===== src/rtl/csma_rtc_pkg.sv =====
// shared types and constants of the csma retry transmit controller
package csma_rtc_pkg;

  localparam int TimerBitsDef = 24;   // default countdown width
  localparam int CfgIdxW      = 3;    // configuration register index width
  localparam int CfgDataW     = 16;   // widest configuration register
  localparam int ProdW        = 20;   // backoff units times unit ticks

  // configuration register indexes
  localparam logic [CfgIdxW-1:0] CfgLinkEn     = 3'd0;
  localparam logic [CfgIdxW-1:0] CfgRadioCaps  = 3'd1;
  localparam logic [CfgIdxW-1:0] CfgMinBe      = 3'd2;
  localparam logic [CfgIdxW-1:0] CfgMaxBe      = 3'd3;
  localparam logic [CfgIdxW-1:0] CfgUnitTicks  = 3'd4;
  localparam logic [CfgIdxW-1:0] CfgAckTicks   = 3'd5;
  localparam logic [CfgIdxW-1:0] CfgCsmaOffEnd = 3'd6;

  // radio capability bits
  localparam int CapAckTimeout = 0;
  localparam int CapRetries    = 1;
  localparam int CapCsma       = 2;

  localparam logic [3:0] BeLimit = 4'd8;
  localparam logic [3:0] CntMax  = 4'd15;

  typedef enum logic [1:0] {
    REQ_TRANSMIT = 2'd0,
    REQ_STARTED  = 2'd1,
    REQ_DONE     = 2'd2,
    REQ_TICK     = 2'd3
  } req_type_e;

  typedef enum logic [1:0] {
    ACT_NONE   = 2'd0,
    ACT_START  = 2'd1,
    ACT_REPORT = 2'd2,
    ACT_REJECT = 2'd3
  } action_e;

  typedef enum logic [1:0] {
    ST_OK     = 2'd0,
    ST_NO_ACK = 2'd1,
    ST_CAF    = 2'd2,
    ST_ABORT  = 2'd3
  } status_e;

  typedef enum logic [1:0] {
    PURP_NONE  = 2'd0,
    PURP_ACK   = 2'd1,
    PURP_CSMA  = 2'd2,
    PURP_STRAY = 2'd3
  } purpose_e;

  // radio status codes on the input side
  localparam logic [2:0] RstOk    = 3'd0;
  localparam logic [2:0] RstNoAck = 3'd1;
  localparam logic [2:0] RstCaf   = 3'd2;
  localparam logic [2:0] RstAbort = 3'd3;

  typedef struct packed {
    logic        link_enabled;
    logic [2:0]  radio_offload;
    logic [3:0]  min_be;
    logic [3:0]  max_be;
    logic [11:0] backoff_unit_ticks;
    logic [15:0] ack_timeout_ticks;
    logic        csma_off_last_try;
  } cfg_t;

  typedef struct packed {
    req_type_e  req_type;
    logic [3:0] max_backoffs;
    logic [3:0] max_retries;
    logic       ack_requested;
    logic [2:0] radio_status;
    logic [7:0] random_draw;
  } item_t;

  typedef struct packed {
    logic    valid;
    action_e action;
    status_e done_status;
    logic    use_csma;
    logic    resume_receive;
  } result_t;

endpackage


===== src/rtl/csma_retry_transmit_controller_top.sv =====
// top level of the csma retry transmit controller: ports, config, item and result registers
// Event-driven transmit controller with unslotted csma-ca backoff, frame
// retries and ack timeout, each done here only where radio_offload says the
// radio does not do it. Every event (transmit request, transmit started,
// radio result, timer tick) is one transaction on the slave stream with the
// event kind in tuser; it yields zero or one result transaction on the master
// stream with the action in tuser. One transaction is taken per clock: an
// accepted item sits in the input register, and the step logic (backoff
// exponent, one 8x12 multiply, counter and timer updates) runs between
// that register and the result register, which holds the result. The step
// is held only while a result waits in the output register and the master
// side is stalled. Configuration writes are taken at once and must only
// happen while the block is idle.
module csma_retry_transmit_controller_top #(
  parameter int TIMER_BITS = csma_rtc_pkg::TimerBitsDef
) (
  input  logic                               clk_i,
  input  logic                               rst_ni,
  // configuration write port
  input  logic                               cfg_we_i,
  input  logic [csma_rtc_pkg::CfgIdxW-1:0]   cfg_idx_i,
  input  logic [csma_rtc_pkg::CfgDataW-1:0]  cfg_data_i,
  // event stream
  input  logic                               s_axis_tvalid,
  output logic                               s_axis_tready,
  // [3:0] max_backoffs, [7:4] max_retries, [8] ack_requested,
  // [11:9] radio_status, [19:12] random_draw, [23:20] zero
  input  logic [23:0]                        s_axis_tdata,
  // [1:0] req_type
  input  logic [1:0]                         s_axis_tuser,
  // result stream
  output logic                               m_axis_tvalid,
  input  logic                               m_axis_tready,
  // [1:0] done_status, [2] use_csma, [3] resume_receive, [7:4] zero
  output logic [7:0]                         m_axis_tdata,
  // [1:0] action
  output logic [1:0]                         m_axis_tuser
);

  csma_rtc_pkg::cfg_t    cfg_q;
  csma_rtc_pkg::item_t   item_q;
  csma_rtc_pkg::result_t res;
  logic                  in_valid_q;
  logic                  out_valid_q;
  csma_rtc_pkg::action_e out_action_q;
  csma_rtc_pkg::status_e out_status_q;
  logic                  out_csma_q;
  logic                  out_resume_q;
  logic                  step;

  // step runs when the result register is free or being emptied
  assign step          = in_valid_q && (!out_valid_q || m_axis_tready);
  assign s_axis_tready = !in_valid_q || step;

  // configuration registers
  always_ff @(posedge clk_i or negedge rst_ni) begin
    if (!rst_ni) begin
      cfg_q.link_enabled       <= 1'b0;
      cfg_q.radio_offload      <= 3'd0;
      cfg_q.min_be             <= 4'd3;
      cfg_q.max_be             <= 4'd5;
      cfg_q.backoff_unit_ticks <= 12'd320;
      cfg_q.ack_timeout_ticks  <= 16'd16000;
      cfg_q.csma_off_last_try  <= 1'b0;
    end else if (cfg_we_i) begin
      case (cfg_idx_i)
        csma_rtc_pkg::CfgLinkEn:     cfg_q.link_enabled       <= cfg_data_i[0];
        csma_rtc_pkg::CfgRadioCaps:  cfg_q.radio_offload      <= cfg_data_i[2:0];
        csma_rtc_pkg::CfgMinBe:      cfg_q.min_be             <= cfg_data_i[3:0];
        csma_rtc_pkg::CfgMaxBe:      cfg_q.max_be             <= cfg_data_i[3:0];
        csma_rtc_pkg::CfgUnitTicks:  cfg_q.backoff_unit_ticks <= cfg_data_i[11:0];
        csma_rtc_pkg::CfgAckTicks:   cfg_q.ack_timeout_ticks  <= cfg_data_i[15:0];
        csma_rtc_pkg::CfgCsmaOffEnd: cfg_q.csma_off_last_try  <= cfg_data_i[0];
        default: ;
      endcase
    end
  end

  // input register
  always_ff @(posedge clk_i or negedge rst_ni) begin
    if (!rst_ni) begin
      in_valid_q <= 1'b0;
    end else if (s_axis_tready) begin
      in_valid_q <= s_axis_tvalid;
    end
  end

  always_ff @(posedge clk_i) begin
    if (s_axis_tvalid && s_axis_tready) begin
      item_q.req_type      <= csma_rtc_pkg::req_type_e'(s_axis_tuser);
      item_q.max_backoffs  <= s_axis_tdata[3:0];
      item_q.max_retries   <= s_axis_tdata[7:4];
      item_q.ack_requested <= s_axis_tdata[8];
      item_q.radio_status  <= s_axis_tdata[11:9];
      item_q.random_draw   <= s_axis_tdata[19:12];
    end
  end

  csma_rtc_core #(
    .TIMER_BITS(TIMER_BITS)
  ) u_core (
    .clk_i   (clk_i),
    .rst_ni  (rst_ni),
    .cfg_i   (cfg_q),
    .step_i  (step),
    .item_i  (item_q),
    .result_o(res)
  );

  // result register
  always_ff @(posedge clk_i or negedge rst_ni) begin
    if (!rst_ni) begin
      out_valid_q <= 1'b0;
    end else if (step) begin
      out_valid_q <= res.valid;
    end else if (m_axis_tready) begin
      out_valid_q <= 1'b0;
    end
  end

  always_ff @(posedge clk_i) begin
    if (step) begin
      out_action_q <= res.action;
      out_status_q <= res.done_status;
      out_csma_q   <= res.use_csma;
      out_resume_q <= res.resume_receive;
    end
  end

  assign m_axis_tvalid = out_valid_q;
  assign m_axis_tuser  = out_action_q;
  assign m_axis_tdata  = {4'b0000, out_resume_q, out_csma_q, out_status_q};

endmodule


===== src/rtl/csma_rtc_backoff.sv =====
// csma backoff length: exponent, random mask, unit multiply and saturation
module csma_rtc_backoff #(
  parameter int TIMER_BITS = csma_rtc_pkg::TimerBitsDef
) (
  input  logic [3:0]            min_be_i,
  input  logic [3:0]            max_be_i,
  input  logic [11:0]           unit_ticks_i,
  input  logic [3:0]            retry_count_i,
  input  logic [3:0]            backoff_count_i,
  input  logic [7:0]            random_draw_i,
  output logic [TIMER_BITS-1:0] ticks_o
);

  localparam int ExtW = (TIMER_BITS > csma_rtc_pkg::ProdW) ? TIMER_BITS
                                                            : csma_rtc_pkg::ProdW;
  localparam logic [TIMER_BITS-1:0] TimerMax = '1;

  logic [5:0]                    be_sum;
  logic [3:0]                    be_cap;
  logic [3:0]                    be;
  logic [7:0]                    mask;
  logic [7:0]                    units;
  logic [csma_rtc_pkg::ProdW-1:0] prod;
  logic [ExtW-1:0]               prod_ext;

  always_comb begin
    be_sum   = {2'b00, min_be_i} + {2'b00, retry_count_i} + {2'b00, backoff_count_i};
    be_cap   = (be_sum > {2'b00, max_be_i}) ? max_be_i : be_sum[3:0];
    be       = (be_cap > csma_rtc_pkg::BeLimit) ? csma_rtc_pkg::BeLimit : be_cap;
    mask     = 8'((9'd1 << be) - 9'd1);
    units    = random_draw_i & mask;
    prod     = csma_rtc_pkg::ProdW'(units) * csma_rtc_pkg::ProdW'(unit_ticks_i);
    prod_ext = ExtW'(prod);
    // saturate at the largest countdown
    ticks_o  = (prod_ext > ExtW'(TimerMax)) ? TimerMax : TIMER_BITS'(prod_ext);
  end

endmodule


===== src/rtl/csma_rtc_core.sv =====
// controller state and the per-event step: counters, timer and result
module csma_rtc_core #(
  parameter int TIMER_BITS = csma_rtc_pkg::TimerBitsDef
) (
  input  logic                 clk_i,
  input  logic                 rst_ni,
  input  csma_rtc_pkg::cfg_t    cfg_i,
  input  logic                 step_i,
  input  csma_rtc_pkg::item_t   item_i,
  output csma_rtc_pkg::result_t result_o
);

  logic [3:0] rc_q, rc_d, bc_q, bc_d, fmb_q, fmb_d, fmr_q, fmr_d;
  logic       csma_q, csma_d;
  logic [TIMER_BITS-1:0]  cnt_q, cnt_d, cnt_a, cnt_dec, bo_ticks;
  csma_rtc_pkg::purpose_e purp_q, purp_d, purp_a;
  csma_rtc_pkg::action_e  act_a, act;
  csma_rtc_pkg::status_e  st;
  logic       resume, go_start, do_done, restart;
  logic [2:0] err;

  // counters and decision
  always_comb begin
    rc_d     = rc_q;
    bc_d     = bc_q;
    fmb_d    = fmb_q;
    fmr_d    = fmr_q;
    csma_d   = csma_q;
    cnt_a    = cnt_q;
    purp_a   = purp_q;
    act_a    = csma_rtc_pkg::ACT_NONE;
    st       = csma_rtc_pkg::ST_OK;
    resume   = 1'b0;
    go_start = 1'b0;
    do_done  = 1'b0;
    restart  = 1'b0;
    err      = csma_rtc_pkg::RstOk;
    cnt_dec  = (cnt_q == '0) ? '0 : cnt_q - TIMER_BITS'(1);
    if (step_i) begin
      case (item_i.req_type)
        csma_rtc_pkg::REQ_TRANSMIT: begin
          if (!cfg_i.link_enabled) begin
            act_a = csma_rtc_pkg::ACT_REJECT;
          end else begin
            fmb_d  = item_i.max_backoffs;
            fmr_d  = item_i.max_retries;
            csma_d = 1'b1;
            if (!cfg_i.radio_offload[csma_rtc_pkg::CapCsma]) bc_d = '0;
            if (!cfg_i.radio_offload[csma_rtc_pkg::CapRetries]) rc_d = '0;
            go_start = 1'b1;
          end
        end
        csma_rtc_pkg::REQ_STARTED: begin
          if (!cfg_i.radio_offload[csma_rtc_pkg::CapAckTimeout] && item_i.ack_requested) begin
            purp_a = csma_rtc_pkg::PURP_ACK;
            cnt_a  = TIMER_BITS'(cfg_i.ack_timeout_ticks);
          end
        end
        csma_rtc_pkg::REQ_DONE: begin
          do_done = 1'b1;
          err     = item_i.radio_status;
        end
        csma_rtc_pkg::REQ_TICK: begin
          if (purp_q == csma_rtc_pkg::PURP_ACK || purp_q == csma_rtc_pkg::PURP_CSMA) begin
            cnt_a = cnt_dec;
            if (cnt_dec == '0) begin
              purp_a = csma_rtc_pkg::PURP_NONE;
              if (purp_q == csma_rtc_pkg::PURP_ACK) begin
                do_done = 1'b1;
                err     = csma_rtc_pkg::RstNoAck;
                resume  = 1'b1;
              end else begin
                act_a = csma_rtc_pkg::ACT_START;
              end
            end
          end
        end
        default: ;
      endcase
    end
    // transmit result handling, shared by radio result and ack timeout
    if (do_done) begin
      if (!cfg_i.radio_offload[csma_rtc_pkg::CapAckTimeout]) begin
        purp_a = csma_rtc_pkg::PURP_NONE;
        cnt_a  = '0;
      end
      if (!cfg_i.radio_offload[csma_rtc_pkg::CapCsma]) begin
        if (err == csma_rtc_pkg::RstCaf) begin
          if (bc_d < csma_rtc_pkg::CntMax) bc_d = bc_d + 4'd1;
          if (bc_d < fmb_d) restart = 1'b1;
        end else begin
          bc_d = '0;
        end
      end
      if (!restart && !cfg_i.radio_offload[csma_rtc_pkg::CapRetries]
          && err != csma_rtc_pkg::RstOk && rc_d < fmr_d) begin
        rc_d = rc_d + 4'd1;
        if (cfg_i.csma_off_last_try && fmr_d != '0 && fmr_d <= rc_d) csma_d = 1'b0;
        restart = 1'b1;
      end
      if (restart) begin
        go_start = 1'b1;
      end else begin
        resume = 1'b1;
        act_a  = csma_rtc_pkg::ACT_REPORT;
        st     = (err > csma_rtc_pkg::RstAbort) ? csma_rtc_pkg::ST_ABORT
                                                : csma_rtc_pkg::status_e'(err[1:0]);
      end
    end
  end

  csma_rtc_backoff #(
    .TIMER_BITS(TIMER_BITS)
  ) u_backoff (
    .min_be_i       (cfg_i.min_be),
    .max_be_i       (cfg_i.max_be),
    .unit_ticks_i   (cfg_i.backoff_unit_ticks),
    .retry_count_i  (rc_d),
    .backoff_count_i(bc_d),
    .random_draw_i  (item_i.random_draw),
    .ticks_o        (bo_ticks)
  );

  // transmit start: backoff first unless the radio does csma itself or csma is off for this try
  always_comb begin
    act    = act_a;
    purp_d = purp_a;
    cnt_d  = cnt_a;
    if (go_start) begin
      if (!cfg_i.radio_offload[csma_rtc_pkg::CapCsma] && csma_d) begin
        purp_d = csma_rtc_pkg::PURP_CSMA;
        cnt_d  = bo_ticks;
        act    = csma_rtc_pkg::ACT_NONE;
      end else begin
        act = csma_rtc_pkg::ACT_START;
      end
    end
    result_o.valid          = step_i && (act != csma_rtc_pkg::ACT_NONE || resume);
    result_o.action         = act;
    result_o.done_status    = (act == csma_rtc_pkg::ACT_REPORT) ? st : csma_rtc_pkg::ST_OK;
    result_o.use_csma       = (act == csma_rtc_pkg::ACT_START) ? csma_d : 1'b0;
    result_o.resume_receive = resume;
  end

  always_ff @(posedge clk_i or negedge rst_ni) begin
    if (!rst_ni) begin
      rc_q   <= '0;
      bc_q   <= '0;
      fmb_q  <= '0;
      fmr_q  <= '0;
      csma_q <= 1'b1;
      cnt_q  <= '0;
      purp_q <= csma_rtc_pkg::PURP_NONE;
    end else begin
      rc_q   <= rc_d;
      bc_q   <= bc_d;
      fmb_q  <= fmb_d;
      fmr_q  <= fmr_d;
      csma_q <= csma_d;
      cnt_q  <= cnt_d;
      purp_q <= purp_d;
    end
  end

`ifndef NO_ASSERTIONS
  // an idle timer is always cleared
  assert property (@(posedge clk_i) disable iff (!rst_ni)
    purp_q == csma_rtc_pkg::PURP_NONE |-> cnt_q == '0)
    else $error("idle timer holds a count");

  // backoff counter only steps by one or clears
  assert property (@(posedge clk_i) disable iff (!rst_ni)
    bc_q != $past(bc_q) |-> (bc_q == '0 || bc_q == $past(bc_q) + 4'd1))
    else $error("backoff counter jumped");

  // csma is only dropped on a retry
  assert property (@(posedge clk_i) disable iff (!rst_ni)
    $fell(csma_q) |-> rc_q != '0)
    else $error("csma cleared without a retry");
`endif

endmodule

===== config.mk =====
export PLATFORM = sky130hd
export DESIGN_NAME = csma_retry_transmit_controller_top
export DESIGN_NICKNAME = d
export VERILOG_FILES = /design/src/rtl/csma_rtc_pkg.sv /design/src/rtl/csma_retry_transmit_controller_top.sv /design/src/rtl/csma_rtc_backoff.sv /design/src/rtl/csma_rtc_core.sv
export SDC_FILE = /design/constraint.sdc
export NUM_CORES = 1
export LEC_CHECK = 0
export BUFFER_PORTS_ARGS = -buffer_cell sky130_fd_sc_hd__buf_2
export CORE_ASPECT_RATIO = 0.8
export CORE_MARGIN = 4
export CORE_UTILIZATION = 25
export CTS_BUF_LIST = sky130_fd_sc_hd__clkbuf_8
export DETAILED_ROUTE_END_ITERATION = 6
export GPL_ROUTABILITY_DRIVEN = 0
export SYNTH_ARGS = -nofsm -noshare
export SYNTH_HDL_FRONTEND = slang
export SYNTH_SLANG_ARGS = --single-unit

===== constraint.sdc =====
create_clock -name clk_i -period 25.1 [get_ports clk_i]
set_clock_uncertainty 0.2 [all_clocks]
set_input_delay 1.255 -clock clk_i [delete_from_list [all_inputs] [get_ports clk_i]]
set_output_delay 1.255 -clock clk_i [all_outputs]
set_load 0.005 [all_outputs]

Word-level counts from Yosys, hierarchy flattened
Index checks and enable logic that the tools add are counted.
Storage, ports and cells
  bits of input ports: 50
  bits in registers: 114
Operators by class
  order comparisons: 7
  mux-type cells: 87
  add/sub/neg operators: 6
  eq/ne operators: 14
  reduce and logical (&&, ||, !) cells: 36
  shifts and indexed selects: 1
  bitwise gates (word level): 3
  multiply operators: 1
Operators by type and width (count)
  24-bit two-way mux: 8
  4-bit two-way mux: 25
  24-bit zero test: 2
  24-bit case mux with 2 select lines: 1
  2-bit two-way mux: 16
  1-bit two-way mux: 30
  24-bit by 1-bit subtractor with 24-bit output, second input constant: 1
  8-bit by 12-bit multiplier with 20-bit output: 1
  2-bit AND reduction: 7
  1-bit logical AND: 10
  3-bit by 2-bit == test with 1-bit output, second input constant: 3
  3-bit == test, second input constant: 3
  3-bit two-way mux: 3
  4-bit by 1-bit adder with 4-bit output, second input constant: 2
  8-bit bitwise AND: 1
  2-bit == test, second input constant: 4
  4-bit less-than comparator: 2
  2-bit case mux with 2 select lines: 2
  1-bit by 4-bit << shifter with 8-bit output, first input constant: 1
  8-bit by 1-bit subtractor with 8-bit output, second input constant: 1
  6-bit by 4-bit adder with 6-bit output: 1
  2-bit by 1-bit == test with 1-bit output, second input constant: 3
  6-bit by 4-bit > comparator with 1-bit output: 1
  1-bit zero test: 6
  other kinds (16): 21

Logic depth before layout (Yosys ltp)
Gate-level depths: netlist of run 1.
  depth in word-level cells: 34
  mapped depth: 54

Modules after synthesis
Synthesis of run 1 repeated with hierarchy kept, for this count alone.
Unflattened totals
  cell total of the unflattened synthesis: 1182
  area, all modules: 10975.5 um2
By module, submodules not included
  csma_rtc_core: cells each 550, instances 1, area each 4259.1 um2
  csma_rtc_backoff: cells each 497, instances 1, area each 4045.1 um2
  csma_retry_transmit_controller_top: cells each 135, instances 1, area each 2671.3 um2

Worst setup path after synthesis of run 1
Ideal clock, no wire load.
  path kind: input -> register
  start point: input m_axis_tready
  end point: register u_core.cnt_q[17]
  setup time: 0.127 ns
  cell stages on the path: 49
  path buffers: 2
  data arrival time: 12.246 ns
  setup slack: 12.528 ns
  path through: nand2b_1 and4_1 buf_6 nand2b_1 and2_1 ha_1 and3_1 nand2_1 mux2_2 ha_1 a21boi_0 a221o_1 a31oi_1 nor3_1 o21a_1 xnor2_1 ha_1 inv_1 (+13 left out) a21boi_0 clkbuf_1 nand2_1 fa_1 fa_1 fa_1 fa_1 inv_1 ha_1 o21a_1 o31a_1 o211ai_1 nand2_1 a211o_1 a31o_2 a21oi_1 xor2_1 mux2i_1
Between the ends
  longest elaborated chain between the ends: 31
  elaborated cells between the ends (all ways): 61
  classes of those cells: add/sub: 5; mul: 1; order compare: 6; eq/ne: 1; shift: 1; mux: 35; bitwise: 1; reduce/logical: 11
Ends and longest elaborated chain
  start: declaration: RTL line csma_retry_transmit_controller_top.sv:33  | input logic m_axis_tready,
  1-bit logical OR (*): RTL line csma_retry_transmit_controller_top.sv:52  | assign step = in_valid_q && (!out_valid_q || m_axis_tready);
  1-bit logical AND (*): RTL line csma_retry_transmit_controller_top.sv:52
  4-bit two-way mux: RTL line csma_rtc_core.sv:39  | if (step_i) begin
  4-bit by 1-bit adder with 4-bit output / 4-bit less-than comparator (equally long branches): RTL line csma_rtc_core.sv:89  | if (bc_d < csma_rtc_pkg::CntMax) bc_d = bc_d + 4'd1;
  4-bit two-way mux: RTL line csma_rtc_core.sv:89
  4-bit two-way mux: RTL line csma_rtc_core.sv:88  | if (err == csma_rtc_pkg::RstCaf) begin
  4-bit two-way mux: RTL line csma_rtc_core.sv:87  | if (!cfg_i.radio_offload[csma_rtc_pkg::CapCsma]) begin
  4-bit two-way mux: RTL line csma_rtc_core.sv:82  | if (do_done) begin
  (+11 left out)
  net u_core.rc_d[0]: RTL line csma_rtc_core.sv:13  | logic [3:0] rc_q, rc_d, bc_q, bc_d, fmb_q, fmb_d, fmr_q, fmr_d;
  (+5 left out)
  4-bit two-way mux (*): RTL line csma_rtc_backoff.sv:29  | be = (be_cap > csma_rtc_pkg::BeLimit) ? csma_rtc_pkg::BeLimit : be_cap;
  1-bit by 4-bit << shifter with 8-bit output (*): RTL line csma_rtc_backoff.sv:30  | mask = 8'((9'd1 << be) - 9'd1);
  8-bit by 1-bit subtractor with 8-bit output (*): RTL line csma_rtc_backoff.sv:30
  8-bit bitwise AND (*): RTL line csma_rtc_backoff.sv:31  | units = random_draw_i & mask;
  8-bit by 12-bit multiplier with 20-bit output (*): RTL line csma_rtc_backoff.sv:32  | prod = csma_rtc_pkg::ProdW'(units) * csma_rtc_pkg::ProdW'(unit_ticks_i);
  24-bit two-way mux (*): RTL line csma_rtc_core.sv:130  | if (!cfg_i.radio_offload[csma_rtc_pkg::CapCsma] && csma_d) begin
  24-bit two-way mux (*): RTL line csma_rtc_core.sv:129  | if (go_start) begin
  net u_core.cnt_d[17]: RTL line csma_rtc_core.sv:15  | logic [TIMER_BITS-1:0] cnt_q, cnt_d, cnt_a, cnt_dec, bo_ticks;
  end signal: assignment: RTL line csma_rtc_core.sv:160  | cnt_q <= cnt_d;
  end: declaration: RTL line csma_rtc_core.sv:15
Mark *: on every way through the listed nets, which the timed path passes. The rest lies on a longest branch. The select of a mux whose other input is x is not followed.
A chain may end at the register's enable or synchronous reset.

Worst setup path in the final report of run 1
  start point: input m_axis_tready
  end point: register u_core.cnt_q[17]
Between the ends
  longest elaborated chain between the ends: 31
  elaborated cells between the ends (all ways): 61
  classes of those cells: add/sub: 5; mul: 1; order compare: 6; eq/ne: 1; shift: 1; mux: 35; bitwise: 1; reduce/logical: 11
Ends and longest elaborated chain (RTL line)
  1-bit logical OR (*): csma_retry_transmit_controller_top.sv:52
  1-bit logical AND (*): csma_retry_transmit_controller_top.sv:52
  4-bit two-way mux: csma_rtc_core.sv:39
  4-bit by 1-bit adder with 4-bit output / 4-bit less-than comparator (equally long branches): csma_rtc_core.sv:89
  4-bit two-way mux: csma_rtc_core.sv:89
  4-bit two-way mux: csma_rtc_core.sv:88
  4-bit two-way mux: csma_rtc_core.sv:87
  4-bit two-way mux: csma_rtc_core.sv:82
  (+16 left out)
  4-bit two-way mux: csma_rtc_backoff.sv:29
  1-bit by 4-bit << shifter with 8-bit output: csma_rtc_backoff.sv:30
  8-bit by 1-bit subtractor with 8-bit output: csma_rtc_backoff.sv:30
  8-bit bitwise AND: csma_rtc_backoff.sv:31
  8-bit by 12-bit multiplier with 20-bit output: csma_rtc_backoff.sv:32
  24-bit two-way mux: csma_rtc_core.sv:130
  24-bit two-way mux (*): csma_rtc_core.sv:129
  net u_core.cnt_d[17]: csma_rtc_core.sv:15
Marked as above.

==> impl_metrics.py, run 1 <==
metrics = {
    "cells_and_area": {
        "syn_to_final_growth_pct": 10.9,
        "diodes": 0,
        "fin_nets": 1253,
        "drive_gt1_share_pct": 17.2,
    },
    "min_path": {
        "min_path_cells": 2,
        "min_to": "u_core.fmb_q[0]",
        "min-delay-start": "item_q[16]",
        "hold_path_class": "reg -> reg",
    },
    "logic_synthesis": {
        "synth.cell_area_um2": 10200,
        "async_flop_share_pct": 75.4,
        "syn_avg_cell_area_um2": 9.89,
        "synth.distinct_cells": 89,
        "synth-seq-cells": 114,
        "ys_seq_area_share_pct": 29.6,
        "yosysWarnings": 0,
        "syn-instance-count": 1026,
        "synth_enable_flop_cells": 28,
        "synth_ff_type": "dfrtp_1",
    },
    "placed_design": {
        "hpwl_um": 19900,
        "io_buffers": 53,
    },
    "clock_tree": {
        "worstSkewPairLatency_ps": 460,
        "cts.sinks": 114,
        "cts_buffers": 17,
        "clock-root-buffer": "clkbuf_8",
        "holdBufCountCts": 0,
        "clk_path_buf_depth": 2,
        "cts_resized": 0,
        "cts_tree": "done",
        "clkTransAtPathRegs_ps": 80,
        "postCtsSetupBuffers": 0,
        "htree_levels": 4,
    },
    "sta": {
        "fin_crit_ps": 14010,
        "tns_ps": 0,
        "period_share_pct": 55.8,
        "timing.fmax_mhz": 71.4,
        "hold_viol": 0,
        "finalMaxSlewViolations": 0,
        "slew-limit-headroom_pct": 23.7,
        "rsz0062_at_grt": "no",
        "tightest_slew_ps": 1140,
        "setup-violations-final": 0,
    },
    "floorplanning": {
        "start_util_pct": 25.5,
        "fp.dieArea_um2": 43900,
        "fp.dieW_um": 233,
        "io_pins": 62,
        "fp-row-count": 65,
        "core_area_um2": 39800,
        "dieHeight_um": 188,
    },
    "detailed_routing": {
        "drc": 0,
        "antenna_left": 0,
        "wirelength_um": 25800,
        "first_pass_iters": 5,
        "vias_per_cell": 4.83,
        "num_vias": 7799,
        "drt_first_iter_violations": 648,
        "avgRoutedWirePerCell_um": 16.0,
    },
    "setup_path": {
        "critPathSlowestCell": "a22oi_1",
        "critical_path.max_stage_delay_ps": 740,
        "critical_path.top_delay_family": "adder cells",
        "path_buf_inv": 4,
        "end_kind": "flip-flop",
        "r2r_setup_slack_ps": 11460,
        "crit_required_ps": 25210,
        "worstPathMaxFanout": 12,
        "crit_arrival_ps": 14120,
        "cp_num_cells": 46,
        "reg2reg_depth": 46,
        "r2r_end": "u_core.cnt_q[17]",
        "cpMostUsedCell": "fa_1",
        "critPathKind": "in -> reg",
        "setup.worst_path.start_class": "input pin",
        "timing.rr.start": "item_q[21]",
    },
    "run": {
        "cap_violations": 0,
    },
    "grt": {
        "grt_max_degree": 76,
        "antenna_found_initial": 0,
        "grt_overflow_total": 0,
        "track_usage_pct": 12.1,
        "grt_pass1_wl_um": 43000,
        "grt_pass1_vias": 7910,
    },
    "run_status": {
        "status": "complete, no violations",
    },
}
registers in the layout, summed over array words and instances, names as in the netlist, 2 cells and up:
register	cells
cfg_q	41
item_q	22
u_core.cnt_q	24
m_axis_tuser	2
out_status_q	2
u_core.purp_q	2
u_core.bc_q	4
u_core.fmr_q	4
u_core.fmb_q	4
u_core.rc_q	4
layer usage:
metal | vias to the layer above | part of all wire [%] | global-route usage, %
met1 | 3880 | 48 | 17.6
met5 | - | 0 | 0
li1 | 3705 | - | -
met4 | 0 | 1.3 | 2.96
met3 | 30 | 4.6 | 1.90
met2 | 184 | 46 | 18.6
worst max-delay path by stage:
stage,startpoint,end
3_3_place_gp,m_axis_tready,u_core.cnt_q[17]
6_report,m_axis_tready,u_core.cnt_q[17]
4_1_cts,m_axis_tready,u_core.cnt_q[17]
5_1_grt,m_axis_tready,u_core.cnt_q[19]
2_1_floorplan,m_axis_tready,u_core.cnt_q[17]
3_5_place_dp,m_axis_tready,u_core.cnt_q[17]
tightest hold or removal path: cells and delay by family (launching register included):
kind,cells,cell delay [ps]
flip-flops,1,350
AND/OR/NAND/NOR,2,110
final cells by class:
cell class	count	area (um^2)
clock buffer	18	248
clock inverter	14	149
fill	4166	28500
inverter	98	368
multi-input combinational	777	6500
sequential	114	3010
tap	536	671
timing repair buffer	59	313
kinds of logic after synthesis:
logic type                 after synthesis  synth area share (%)
and+or+nand+nor                        358                  19.7
AOI/OAI and AO/OA                      179                  12.2
buffers and inverters                  138                  6.54
adders and majority gates              136                  21.3
DFF                                    114                  29.6
muxes                                   74                  8.30
xor gates and xnor gates                26                  2.24
other                                    1                0.0369
stage by stage:
step | cells | instance area [um^2] | worst slack, ps | hold WS [ps] | util [%]
floorplan | 1029 | 10200 | 12530 | 234 | -
global placement | 1584 | 10900 | 10910 | 247 | 27.3
detailed placement | 1584 | 10900 | 10680 | 259 | 27.3
CTS | 1616 | 11300 | 11190 | 276 | 28.3
global route | 1616 | 11300 | 10150 | 313 | 28.3
finish | 1616 | 11300 | 11090 | 280 | 28.3
Yosys cell counts, drive strengths merged (9+ instances only):
library cell	number	share of area [%]
a21oi	35	1.9
inv	98	3.6
a222oi	12	1.2
and3b	9	0.79
dfrtp	73	18
o21ai	50	2.5
and2	44	2.7
nand3	22	1.1
nor2	54	2.0
nor2b	9	0.55
and3	22	1.4
clkbuf	22	1.3
buf	18	1.6
o21a	13	0.96
xnor2	15	1.3
edfxtp	28	8.3
fa	62	12
nand4	10	0.68
nand2	87	3.2
mux2i	17	1.7
nor3	32	1.7
ha	74	9.1
mux2	57	6.6
dfstp	13	3.4
nor4	12	1.1
xor2	11	0.95
nand2b	12	0.76
placed cells by master, fill, tap and decap left out, drive strengths merged, types with 8 or more instances in the layout:
cell type / synthesis / layout
nand3: 22 / 22
and3b: 9 / 9
dfstp: 13 / 13
nand2: 87 / 87
nor4: 12 / 12
nand2b: 12 / 12
o21a: 13 / 13
and2: 44 / 44
inv: 98 / 108
a222oi: 12 / 12
nor2: 54 / 54
xor2: 11 / 11
nor3: 32 / 32
nor2b: 9 / 9
and3: 22 / 22
dfrtp: 73 / 73
nand4b: 8 / 8
or3: 8 / 8
fa: 62 / 62
xnor2: 15 / 15
clkbuf: 22 / 18
edfxtp: 28 / 28
a21oi: 35 / 35
mux2: 57 / 57
nand4: 10 / 10
buf: 18 / 59
ha: 74 / 74
o21ai: 50 / 50
mux2i: 17 / 17
Power of run 1 is left out: the tool's default activity adds up to more than one toggle a clock period on the data nets, which glitch-free logic cannot reach.
==> inputs of run 2 (changes only) <==
clock period = 14.1 ns   (was 25.1 ns; I/O delays follow)
==> impl_metrics.py, run 2 (synthesis gave the netlist of run 1 again) <==
metrics = {
    "run_status": {
        "status": "complete, no violations",
    },
    "setup_path": {
        "timing.rr.start": "item_q[20]",
        "setup.worst_path.start_class": "flip-flop",
        "crit_required_ps": 14230,
        "critPathSlowestCell": "fa_1",
        "r2r_end": "u_core.cnt_q[17]",
        "critPathKind": "reg -> reg",
        "reg2reg_depth": 51,
        "r2r_setup_slack_ps": 880,
        "critical_path.max_stage_delay_ps": 570,
        "end_kind": "flip-flop",
        "cpMostUsedCell": "ha_1",
        "worstPathMaxFanout": 12,
        "crit_arrival_ps": 13350,
    },
    "sta": {
        "tightest_slew_ps": 1130,
        "tns_ps": 0,
        "fin_crit_ps": 13220,
        "hold_viol": 0,
        "slew-limit-headroom_pct": 24.9,
        "rsz0062_at_grt": "no",
        "timing.fmax_mhz": 75.6,
        "setup-violations-final": 0,
        "period_share_pct": 93.8,
        "holdWs_ps": 205,
        "finalMaxSlewViolations": 0,
    },
    "detailed_routing": {
        "num_vias": 7741,
        "drt_first_iter_violations": 550,
        "first_pass_iters": 5,
        "vias_per_cell": 4.78,
        "antenna_left": 0,
        "drc": 0,
        "wirelength_um": 25900,
        "avgRoutedWirePerCell_um": 16.0,
    },
    "clock_tree": {
        "cts_tree": "done",
        "worstSkewPairLatency_ps": 470,
        "cts_buffers": 17,
        "postCtsSetupBuffers": 0,
        "clk_path_buf_depth": 2,
        "clock-root-buffer": "clkbuf_8",
        "htree_levels": 4,
        "cts.sinks": 114,
        "clkTransAtPathRegs_ps": 100,
    },
    "grt": {
        "track_usage_pct": 12.1,
        "antenna_found_initial": 0,
        "grt_pass1_wl_um": 42700,
        "grt_pass1_vias": 7897,
        "grt_max_degree": 77,
        "grt_overflow_total": 0,
    },
    "cells_and_area": {
        "drive_gt1_share_pct": 17.6,
        "top_regs": "cfg_q: 41 flops, u_core.cnt_q: 24 flops, item_q: 22 flops",
        "final_core_util_pct": 28.5,
        "fill_cells": 4112,
        "fin_nets": 1257,
        "seq_area_um2": 3010,
        "multi_input_area_um2": 6500,
        "final_cell_mix": "98 x inv_1, 87 x nand2_1, 74 x ha_1, 73 x dfrtp_1, 62 x fa_1",
        "syn_to_final_growth_pct": 11.6,
        "diodes": 0,
        "final_cell_area_um2": 11300,
        "largest_reg_flops": 41,
        "regMostFlops": "cfg_q",
        "layout_commonest_cell": "inv_1",
    },
    "floorplanning": {
        "fp-row-count": 65,
        "io_pins": 62,
        "dieHeight_um": 188,
        "core_area_um2": 39800,
        "fp.dieW_um": 233,
        "fp.dieArea_um2": 43900,
        "start_util_pct": 25.5,
    },
    "placed_design": {
        "hpwl_um": 19900,
        "io_buffers": 53,
        "placed_cell_area_um2": 10900,
    },
    "min_path": {
        "min_path_cells": 1,
        "min_to": "item_q[6]",
        "hold_path_class": "in -> reg",
        "min-delay-start": "s_axis_tdata[18]",
    },
    "run": {
        "cap_violations": 0,
    },
}
-- run 2: critical path, delay by kind of cell, from the launching register on --
kind / cells / cell delay, ps
buf+inv: 7 / 760
fa+ha+maj: 12 / 4480
simple gates: 14 / 2620
mux: 3 / 940
xor+xnor: 1 / 350
flops: 1 / 450
compound gates: 14 / 3250
-- run 2: worst max path at each step --
stage / startpoint / endpoint / slack, ps
floorplan: m_axis_tready / u_core.cnt_q[17] / 2080
global placement: m_axis_tready / u_core.cnt_q[17] / 1010
detailed placement: m_axis_tready / u_core.cnt_q[17] / 650
CTS: item_q[20] / u_core.cnt_q[17] / 850
global route: item_q[20] / u_core.cnt_q[17] / 90
finish: item_q[20] / u_core.cnt_q[17] / 880
-- run 2: per-stage QoR --
step / worst slack, ps / instances
floorplan: 2080 / 1029
global placement: 1010 / 1587
detailed placement: 654 / 1587
CTS: 847 / 1620
global route: 91.0 / 1620
finish: 879 / 1620
-- run 2: layer usage --
metal	vias up	track usage [%]	wire (um)
met1	3833	17.5	12800
met5	-	0	0
met2	159	18.6	11700
met4	0	3.29	394
met3	25	2.06	1010
li1	3724	-	-
-- run 2: layout make-up --
type | instances | area share [%]
well taps | 536 | 5.92
repair buffers | 63 | 3.05
inverters | 98 | 3.25
multi-input cells | 777 | 57.4
clock inverters | 13 | 1.50
clock buffers | 19 | 2.31
flip-flops and latches | 114 | 26.6
-- run 2: repair_timing --
| action | in CTS | in global routing |
|---|---|---|
| endpoints found under the setup margin | 0 | 1 |
| hold buffers | 1 | 0 |
| resized for setup | 0 | 1 |
| hold endpoints to repair | 6 | 0 |
Power of run 2 is left out for the same reason.
